File: src/assert_macros.svh
// Assertion helpers used by ets_ctrl.
`ifndef ASSERT_MACROS_SVH
`define ASSERT_MACROS_SVH

// Property checked on every rising clock edge, off while reset is held.
`define ETS_ASSERT(lbl, prop, msg) \
    lbl: assert property (@(posedge aclk) disable iff (!aresetn) (prop)) else $error(msg);

// Antecedent in one cycle implies consequent in the next.
`define ETS_ASSERT_NEXT(lbl, ante, cons, msg) \
    `ETS_ASSERT(lbl, (ante) |=> (cons), msg)

`endif

File: src/ets_pkg.sv
// ----------------------------------------------------------------------------
// ets_pkg
// Shared widths, status codes and controller/datapath interface structs.
// ----------------------------------------------------------------------------
package ets_pkg;

    localparam int X_W    = 21;
    localparam int TOL_W  = 17;
    localparam int OUT_W  = 40;
    localparam int STAT_W = 2;
    localparam int MAG_W  = 21;
    localparam int HALF_W = 20;
    localparam int PP_W   = HALF_W + MAG_W;
    localparam int PROD_W = OUT_W + MAG_W;

    localparam logic [STAT_W-1:0] STAT_CONVERGED = 2'd0;
    localparam logic [STAT_W-1:0] STAT_TERM_LIM  = 2'd1;
    localparam logic [STAT_W-1:0] STAT_SATURATED = 2'd2;

    localparam logic [OUT_W-1:0] OUT_MAX = {OUT_W{1'b1}};

    typedef struct packed {
        logic load;
        logic add_step;
        logic mul_lo;
        logic mul_hi;
        logic div_go;
        logic div_recip;
        logic term_load;
        logic out_load;
    } ets_cmd_t;

    typedef struct packed {
        logic cont;
        logic neg;
        logic div_done;
    } ets_sts_t;

endpackage

File: src/ets_div.sv
// ----------------------------------------------------------------------------
// ets_div
// Restoring divider, one quotient bit per cycle, quotient held after done.
// ----------------------------------------------------------------------------
module ets_div
    import ets_pkg::*;
#(
    parameter int DW = 53
) (
    input  logic             aclk,
    input  logic             aresetn,
    input  logic             start,
    input  logic [DW-1:0]    dividend,
    input  logic [OUT_W-1:0] divisor,
    output logic             done,
    output logic [DW-1:0]    quotient
);

    localparam int CNT_W = $clog2(DW + 1);

    logic [OUT_W-1:0] rem_reg, rem_next;
    logic [OUT_W-1:0] dvs_reg;
    logic [DW-1:0]    quo_reg, quo_next;
    logic [CNT_W-1:0] cnt_reg;
    logic             busy_reg;
    logic             done_reg;
    logic [OUT_W:0]   trial;
    logic [OUT_W:0]   diff;

    assign trial = {rem_reg, quo_reg[DW-1]};
    assign diff  = trial - {1'b0, dvs_reg};

    always_comb begin
        if (!diff[OUT_W]) begin
            rem_next = diff[OUT_W-1:0];
            quo_next = {quo_reg[DW-2:0], 1'b1};
        end else begin
            rem_next = trial[OUT_W-1:0];
            quo_next = {quo_reg[DW-2:0], 1'b0};
        end
    end

    always_ff @(posedge aclk) begin
        if (!aresetn) begin
            busy_reg <= 1'b0;
            done_reg <= 1'b0;
            cnt_reg  <= '0;
        end else begin
            done_reg <= 1'b0;
            if (start) begin
                busy_reg <= 1'b1;
                cnt_reg  <= '0;
            end else if (busy_reg) begin
                cnt_reg <= cnt_reg + CNT_W'(1);
                if (cnt_reg == CNT_W'(DW - 1)) begin
                    busy_reg <= 1'b0;
                    done_reg <= 1'b1;
                end
            end
        end
    end

    always_ff @(posedge aclk) begin
        if (start) begin
            rem_reg <= '0;
            quo_reg <= dividend;
            dvs_reg <= divisor;
        end else if (busy_reg) begin
            rem_reg <= rem_next;
            quo_reg <= quo_next;
        end
    end

    assign done     = done_reg;
    assign quotient = quo_reg;

endmodule

File: src/ets_datapath.sv
// ----------------------------------------------------------------------------
// ets_datapath
// Series registers, shared 20x21 multiplier, divider and result register.
// ----------------------------------------------------------------------------
module ets_datapath
    import ets_pkg::*;
#(
    parameter int MAX_TERMS = 64,
    parameter int FRAC_BITS = 16
) (
    input  logic              aclk,
    input  logic              aresetn,
    input  ets_cmd_t          cmd,
    output ets_sts_t          sts,
    input  logic [X_W-1:0]    x_value,
    input  logic [TOL_W-1:0]  tolerance,
    output logic [OUT_W-1:0]  exp_value,
    output logic [STAT_W-1:0] status
);

    localparam int CW    = $clog2(MAX_TERMS + 1);
    localparam int SH_W  = PROD_W - FRAC_BITS;
    localparam int RCP_W = 2 * FRAC_BITS + 1;
    localparam int DW    = (SH_W > RCP_W) ? SH_W : RCP_W;

    logic              neg_reg;
    logic [MAG_W-1:0]  mag_reg;
    logic [OUT_W-1:0]  sum_reg;
    logic [OUT_W-1:0]  term_reg;
    logic [CW-1:0]     count_reg;
    logic              sat_reg;
    logic [PP_W-1:0]   plo_reg, phi_reg;
    logic [OUT_W-1:0]  out_val_reg;
    logic [STAT_W-1:0] out_stat_reg;

    logic [HALF_W-1:0] mul_a;
    logic [PP_W-1:0]   mul_p;
    logic [OUT_W:0]    sum_ext;
    logic [PROD_W-1:0] prod;
    logic [DW-1:0]     term_num, rcp_num, div_num;
    logic [OUT_W-1:0]  div_dvs;
    logic              div_done;
    logic [DW-1:0]     div_q;
    logic [OUT_W-1:0]  q_clamped;
    logic              term_gt_tol;

    assign mul_a   = cmd.mul_hi ? term_reg[OUT_W-1:HALF_W] : term_reg[HALF_W-1:0];
    assign mul_p   = PP_W'(mul_a) * PP_W'(mag_reg);
    assign sum_ext = {1'b0, sum_reg} + {1'b0, term_reg};
    assign prod    = {phi_reg, {HALF_W{1'b0}}} + PROD_W'(plo_reg);

    assign term_num = DW'(prod >> FRAC_BITS);
    assign rcp_num  = (DW'(1) << (2 * FRAC_BITS)) + DW'(sum_reg >> 1);
    assign div_num  = cmd.div_recip ? rcp_num : term_num;
    assign div_dvs  = cmd.div_recip ? sum_reg : (OUT_W'(count_reg) + OUT_W'(1));

    // quotient may exceed 40 bits for big terms
    assign q_clamped = (div_q > DW'(OUT_MAX)) ? OUT_MAX : div_q[OUT_W-1:0];

    assign term_gt_tol = term_reg > OUT_W'(tolerance);

    ets_div #(
        .DW(DW)
    ) u_div (
        .aclk     (aclk),
        .aresetn  (aresetn),
        .start    (cmd.div_go),
        .dividend (div_num),
        .divisor  (div_dvs),
        .done     (div_done),
        .quotient (div_q)
    );

    always_ff @(posedge aclk) begin
        if (cmd.load) begin
            neg_reg   <= x_value[X_W-1];
            mag_reg   <= x_value[X_W-1] ? MAG_W'(-x_value) : MAG_W'(x_value);
            // magnitude of the most negative input is 2^20, fits in MAG_W
            term_reg  <= x_value[X_W-1] ? OUT_W'(MAG_W'(-x_value)) : OUT_W'(x_value);
            sum_reg   <= OUT_W'(1) << FRAC_BITS;
            count_reg <= '0;
            sat_reg   <= 1'b0;
        end else begin
            if (cmd.add_step) begin
                count_reg <= count_reg + CW'(1);
                if (sum_ext[OUT_W]) begin
                    sum_reg <= OUT_MAX;
                    sat_reg <= 1'b1;
                end else begin
                    sum_reg <= sum_ext[OUT_W-1:0];
                end
            end
            if (cmd.term_load) begin
                term_reg <= q_clamped;
            end
        end
        if (cmd.mul_lo) begin
            plo_reg <= mul_p;
        end
        if (cmd.mul_hi) begin
            phi_reg <= mul_p;
        end
        if (cmd.out_load) begin
            out_val_reg <= neg_reg ? q_clamped : sum_reg;
            if (!neg_reg && sat_reg) begin
                out_stat_reg <= STAT_SATURATED;
            end else if (term_gt_tol) begin
                out_stat_reg <= STAT_TERM_LIM;
            end else begin
                out_stat_reg <= STAT_CONVERGED;
            end
        end
    end

    assign sts.cont     = (count_reg < CW'(MAX_TERMS)) && term_gt_tol;
    assign sts.neg      = neg_reg;
    assign sts.div_done = div_done;

    assign exp_value = out_val_reg;
    assign status    = out_stat_reg;

endmodule

File: src/ets_ctrl.sv
// ----------------------------------------------------------------------------
// ets_ctrl
// Sequencer: series loop, reciprocal step and result handshake.
// ----------------------------------------------------------------------------
`include "assert_macros.svh"

module ets_ctrl
    import ets_pkg::*;
(
    input  logic     aclk,
    input  logic     aresetn,
    input  logic     s_valid,
    output logic     s_ready,
    output logic     m_valid,
    input  logic     m_ready,
    input  ets_sts_t sts,
    output ets_cmd_t cmd
);

    typedef enum logic [7:0] {
        S_IDLE     = 8'b0000_0001,
        S_CHECK    = 8'b0000_0010,
        S_MUL_LO   = 8'b0000_0100,
        S_MUL_HI   = 8'b0000_1000,
        S_DIV_GO   = 8'b0001_0000,
        S_DIV_WAIT = 8'b0010_0000,
        S_RCP_WAIT = 8'b0100_0000,
        S_FINISH   = 8'b1000_0000
    } ets_state_t;

    ets_state_t state_reg, state_next;
    logic       m_valid_reg, m_valid_next;
    logic       out_free;

    assign out_free = !m_valid_reg || m_ready;
    assign s_ready  = (state_reg == S_IDLE);
    assign m_valid  = m_valid_reg;

    always_comb begin
        state_next   = state_reg;
        cmd          = '0;
        m_valid_next = m_valid_reg && !m_ready;
        unique case (state_reg)
            S_IDLE: begin
                if (s_valid) begin
                    cmd.load   = 1'b1;
                    state_next = S_CHECK;
                end
            end
            S_CHECK: begin
                if (sts.cont) begin
                    cmd.add_step = 1'b1;
                    state_next   = S_MUL_LO;
                end else if (sts.neg) begin
                    cmd.div_go    = 1'b1;
                    cmd.div_recip = 1'b1;
                    state_next    = S_RCP_WAIT;
                end else begin
                    state_next = S_FINISH;
                end
            end
            S_MUL_LO: begin
                cmd.mul_lo = 1'b1;
                state_next = S_MUL_HI;
            end
            S_MUL_HI: begin
                cmd.mul_hi = 1'b1;
                state_next = S_DIV_GO;
            end
            S_DIV_GO: begin
                cmd.div_go = 1'b1;
                state_next = S_DIV_WAIT;
            end
            S_DIV_WAIT: begin
                if (sts.div_done) begin
                    cmd.term_load = 1'b1;
                    state_next    = S_CHECK;
                end
            end
            S_RCP_WAIT: begin
                if (sts.div_done) begin
                    state_next = S_FINISH;
                end
            end
            S_FINISH: begin
                if (out_free) begin
                    cmd.out_load = 1'b1;
                    m_valid_next = 1'b1;
                    state_next   = S_IDLE;
                end
            end
            default: begin
                state_next = S_IDLE;
            end
        endcase
    end

    always_ff @(posedge aclk) begin
        if (!aresetn) begin
            state_reg   <= S_IDLE;
            m_valid_reg <= 1'b0;
        end else begin
            state_reg   <= state_next;
            m_valid_reg <= m_valid_next;
        end
    end

    `ETS_ASSERT(a_out_load_free, !cmd.out_load || !m_valid_reg || m_ready, "result overwritten")
    `ETS_ASSERT_NEXT(a_accept_check, s_valid && s_ready, state_reg == S_CHECK, "accept lost")
    `ETS_ASSERT_NEXT(a_div_back, state_reg == S_DIV_WAIT && sts.div_done, state_reg == S_CHECK, "term loop broken")
    `ETS_ASSERT(a_div_only_wait, !sts.div_done || state_reg == S_DIV_WAIT || state_reg == S_RCP_WAIT, "stray divide done")

endmodule

File: src/exp_taylor_series_top.sv
// ----------------------------------------------------------------------------
// exp_taylor_series_top
// Fixed-point e^x by Taylor series with APB tolerance register.
// ----------------------------------------------------------------------------
// Takes signed Q5.16 x on the s_ channel and returns e^x as unsigned Q24.16
// on the m_ channel, with a status code (0 converged, 1 term limit hit,
// 2 saturated). The series of e^|x| is summed term by term; for negative x
// the rounded reciprocal of the sum is returned. One item is in flight at a
// time; a finished result sits in the output register while the next item
// is taken. At most MAX_TERMS terms are added, and the divider length is
// 45 bits at FRAC_BITS 16. A single bit-per-cycle divider does all the
// divides: every term needs one divide by (n+1), and the final reciprocal
// uses the same unit. The tolerance register sits at byte address 0
// (17 bits, reset 66, Q1.16); write it only while the block is idle.
// ----------------------------------------------------------------------------
module exp_taylor_series_top
    import ets_pkg::*;
#(
    parameter int MAX_TERMS = 64,
    parameter int FRAC_BITS = 16
) (
    input  logic              aclk,
    input  logic              aresetn,
    // input item
    input  logic              s_valid,
    output logic              s_ready,
    input  logic [X_W-1:0]    s_x_value,
    // result item
    output logic              m_valid,
    input  logic              m_ready,
    output logic [OUT_W-1:0]  m_exp_value,
    output logic [STAT_W-1:0] m_status,
    // config port
    input  logic              psel,
    input  logic              penable,
    input  logic              pwrite,
    input  logic [2:0]        paddr,
    input  logic [31:0]       pwdata,
    output logic [31:0]       prdata,
    output logic              pready
);

    localparam logic [TOL_W-1:0] TOL_RESET = 17'd66;

    logic [TOL_W-1:0] tol_reg;
    logic             tol_sel;
    ets_cmd_t         cmd;
    ets_sts_t         sts;

    // one register: bit 2 of the byte address picks it
    assign tol_sel = !paddr[2];
    assign pready  = 1'b1;
    assign prdata  = tol_sel ? 32'(tol_reg) : 32'd0;

    always_ff @(posedge aclk) begin
        if (!aresetn) begin
            tol_reg <= TOL_RESET;
        end else if (psel && penable && pwrite && tol_sel) begin
            tol_reg <= pwdata[TOL_W-1:0];
        end
    end

    ets_ctrl u_ctrl (
        .aclk    (aclk),
        .aresetn (aresetn),
        .s_valid (s_valid),
        .s_ready (s_ready),
        .m_valid (m_valid),
        .m_ready (m_ready),
        .sts     (sts),
        .cmd     (cmd)
    );

    ets_datapath #(
        .MAX_TERMS (MAX_TERMS),
        .FRAC_BITS (FRAC_BITS)
    ) u_dp (
        .aclk      (aclk),
        .aresetn   (aresetn),
        .cmd       (cmd),
        .sts       (sts),
        .x_value   (s_x_value),
        .tolerance (tol_reg),
        .exp_value (m_exp_value),
        .status    (m_status)
    );

endmodule
File: config.mk
export PLATFORM = sky130hd
export DESIGN_NAME = exp_taylor_series_top
export DESIGN_NICKNAME = d
export VERILOG_FILES = /design/src/ets_pkg.sv /design/src/ets_div.sv /design/src/ets_datapath.sv /design/src/ets_ctrl.sv /design/src/exp_taylor_series_top.sv
export VERILOG_INCLUDE_DIRS = /design/src /design/src/src
export SDC_FILE = /design/constraint.sdc
export NUM_CORES = 2
export LEC_CHECK = 0
export ABC_AREA = 1
export BUFFER_PORTS_ARGS = -buffer_cell sky130_fd_sc_hd__buf_2
export CAP_MARGIN = 10
export CORE_MARGIN = 4
export CORE_UTILIZATION = 55
export DETAILED_ROUTE_END_ITERATION = 10
export GPL_TIMING_DRIVEN = 1
export PLACE_DENSITY = 0.72
export RECOVER_POWER = 25
export SETUP_SLACK_MARGIN = 0.5
export SLEW_MARGIN = 40
export SYNTH_ARGS = -nofsm -noshare
export SYNTH_HDL_FRONTEND = slang
export SYNTH_SLANG_ARGS = --single-unit
File: constraint.sdc
create_clock -name aclk -period 8.95 [get_ports aclk]
set_input_delay 1.3425 -clock aclk [delete_from_list [all_inputs] [get_ports aclk]]
set_output_delay 1.3425 -clock aclk [all_outputs]
set_load 0.005 [all_outputs]
==> results.sh <==
export IMPL_grt_total_usage_pct=32.85
export IMPL_r2r_start="u_ctrl.state_reg[6]$_SDFFE_PN0P_"
export IMPL_clk_pin_slew_ns=0.06
export IMPL_synthCells=5067
export IMPL_slowest_stage="fa_1"
export IMPL_dr_pass1_iters=7
export IMPL_numCtsBuffers=43
export IMPL_yosys_area_top_type="edfxtp_1"
export IMPL_initialDrtViolationCount=3616
export IMPL_first_global_vias=32181
export IMPL_grt_max_degree=52
export IMPL_drive_above_1_share_pct=6.233
export IMPL_postSynthAreaPerCell_um2=7.517
export IMPL_violations="max-capacitance violations, max-slew violations"
export IMPL_die_height_um=271.2
export IMPL_wl_per_cell_um=20.01
export IMPL_hpwl_mm=99.05
export IMPL_path_class="reg2reg"
export IMPL_critical_path_max_stage_delay_ns=0.60
export IMPL_max_freq_ghz=0.1237
export IMPL_gp_congestion=1.024
export IMPL_clk_latency_ns=0.59
export IMPL_dieArea_um2=73530
export IMPL_min_delay_start="u_dp.u_div.rem_reg[11]$_SDFFE_PP0P_"
export IMPL_fp_row_count=96
export IMPL_rsz0062_at_grt="false"
export IMPL_cts_tree="yes"
export IMPL_nNetsFinal=5811
export IMPL_crit_arrival_ns=8.47
export IMPL_areaGrowthSynthToFinish_pct=7.273
export IMPL_fp_dieW_um=271.2
export IMPL_r2r_end="u_dp.phi_reg[29]$_DFFE_PN_"
export IMPL_largest_reg_flops=45
export IMPL_antenna_found_initial=2
export IMPL_synth_cell_types=46
export IMPL_fin_tns_setup_ns=0
export IMPL_synth_main_ff_cell="edfxtp_1"
export IMPL_route_vias_total=33546
export IMPL_skew_ns=0.03275
export IMPL_ys_warn_count=0
export IMPL_min_to="u_dp.u_div.rem_reg[11]$_SDFFE_PP0P_"
export IMPL_port_buffers=106
export IMPL_avgViaCountPerCell=5.501
export IMPL_required_ns=9.34
export IMPL_netlist_area_leader_share_pct=20.10
export IMPL_holdWs_ns=0.4746
export IMPL_remaining_drc_errors=0
export IMPL_cts_hold_repair_buffers=0
export IMPL_r2r_cells=29
export IMPL_finalHoldViolCount=0
export IMPL_synth_top_cells_by_area="edfxtp_1 20%, fa_1 18%, nand2_1 14%"
export IMPL_antenna_left=0
export IMPL_timing_final_crit_share_pct=90.29
export IMPL_io_pins=140
export IMPL_maxCapViolCount=4
export IMPL_wl_mm=122.0
export IMPL_clock_sinks=377
export IMPL_synthArstFlopShare_pct=0
export IMPL_min_path_type="reg2reg"
export IMPL_min_period_ns=8.081
export IMPL_holdPathStages=2
export IMPL_cts_setup_buffers=0
export IMPL_max_slew_margin_pct=-57.12
export IMPL_reg2reg_slack_ns=0.87
export IMPL_clock_tree_root_cell="clkbuf_16"
export IMPL_synth_edff_count=255
export IMPL_multi_input_area_um2=23960
export IMPL_grt_pass1_wl_mm=186.3
export IMPL_outcome="finished, violations left"
export IMPL_grt_overflow=0
export IMPL_yosysSeqAreaShare_pct=26.52
export IMPL_ctsResizeCount=0
export IMPL_cts_buffer_depth=3
export IMPL_worstSetupStartpointType="flop"
export IMPL_layout_area_seq_um2=10100
export IMPL_slew_violations=139
export IMPL_core_um2=68590
export IMPL_ys_seq_elements=377
export IMPL_htreeDepth=2
export IMPL_syn_area_um2=38090
export IMPL_num_fill_cells=6381
export IMPL_worst_path_most_repeated_cell="fa_1"
export IMPL_crit_path_end_kind="flop"
export IMPL_setup_violations=0
export IMPL_path_max_fanout=19
export IMPL_initial_core_util_pct=55.53
export IMPL_worstMarginPinSlew_ns=2.357
## cells by family after synthesis
| family | share of synthesized area [%] |
|---|---|
| AOI/OAI and AO/OA | 6.534 |
| DFF | 26.52 |
| and+or+nand+nor | 25.98 |
| adders and majority gates | 26.96 |
| other | 0.01972 |
| xor gates and xnor gates | 3.219 |
| buffers and inverters | 10.77 |
## critical path: cells and delay by family, from the launching register on
kind / cells / cell delay, ns
adders and majority gates: 8 / 3.99
and+or+nand+nor: 9 / 1.50
buffers and inverters: 8 / 1.09
AOI/OAI and AO/OA: 3 / 0.61
DFF: 1 / 0.39
xor gates and xnor gates: 1 / 0.29
## layer usage
metal,GRT usage [%],vias up,routed length (um)
met5,0,-,10
met4,14.14,2,6509
met3,7.036,291,12410
met2,52.40,1575,55180
met1,43.63,15894,47920
li1,-,15784,-
## cell usage after synthesis (all sizes together), types with 20 or more instances
library cell	number
nand2	1402
inv	892
nor2	653
fa	341
ha	275
edfxtp	255
nand3	218
a21oi	200
o21ai	182
dfxtp	122
xor2	93
buf	72
clkbuf	70
or2	65
xnor2	47
nor3	38
nand4	33
o21a	20
## layout by cell type (no fill, tap or decap), types with 10 or more instances in the layout
master / instances
nand2_1: 1397
inv_1: 876
nor2_1: 647
fa_1: 341
ha_1: 275
edfxtp_1: 255
nand3_1: 216
a21oi_1: 200
o21ai_0: 163
dfxtp_1: 122
buf_2: 102
xor2_1: 93
or2_2: 65
xnor2_1: 47
clkbuf_16: 43
nor3_1: 38
buf_4: 35
nand4_1: 33
o21a_1: 20
o21bai_1: 18
conb_1: 16
clkbuf_1: 14
clkinv_1: 13
nand3b_1: 13
inv_2: 11
clkinv_2: 11
a31oi_1: 10
a21o_1: 10
## metrics by stage
step / instance area (um2) / util (%) / worst slack [ns] / cells
6_report: 40860 / 59.57 / 0.8686 / 6098
3_5_place_dp: 39490 / 57.58 / 0.9277 / 6018
2_1_floorplan: 38140 / - / 0.8882 / 5081
5_1_grt: 40860 / 59.57 / 0.4569 / 6097
3_3_place_gp: 39430 / 57.49 / 0.9719 / 6014
4_1_cts: 40880 / 59.60 / 0.9162 / 6097
## worst max-delay path by stage
stage	depth (start not counted)	to	start
3_5_place_dp	33	u_dp.plo_reg[23]$_DFFE_PP_	u_ctrl.state_reg[7]$_SDFFE_PN0P_
6_report	29	u_dp.phi_reg[29]$_DFFE_PN_	u_ctrl.state_reg[6]$_SDFFE_PN0P_
4_1_cts	26	u_dp.phi_reg[29]$_DFFE_PN_	u_ctrl.state_reg[5]$_SDFFE_PN0P_
5_1_grt	29	u_dp.phi_reg[29]$_DFFE_PN_	u_ctrl.state_reg[6]$_SDFFE_PN0P_
2_1_floorplan	31	u_dp.phi_reg[23]$_DFFE_PN_	u_ctrl.state_reg[7]$_SDFFE_PN0P_
3_3_place_gp	33	u_dp.phi_reg[23]$_DFFE_PN_	u_ctrl.state_reg[6]$_SDFFE_PN0P_
## area by class of cell
class                           instances  share of cell area (%)
Tap cell                              931                   2.851
Timing Repair Buffer                  148                   2.049
Clock buffer                           49                   2.713
Clock inverter                         30                  0.6860
Inverter                              902                   8.330
Sequential cell                       377                   24.72
Multi-Input combinational cell       3660                   58.65
Antenna cell                            1                0.006125
Power is left out: the tool's default activity adds up to more than one toggle a clock period on the data nets, which glitch-free logic cannot reach.
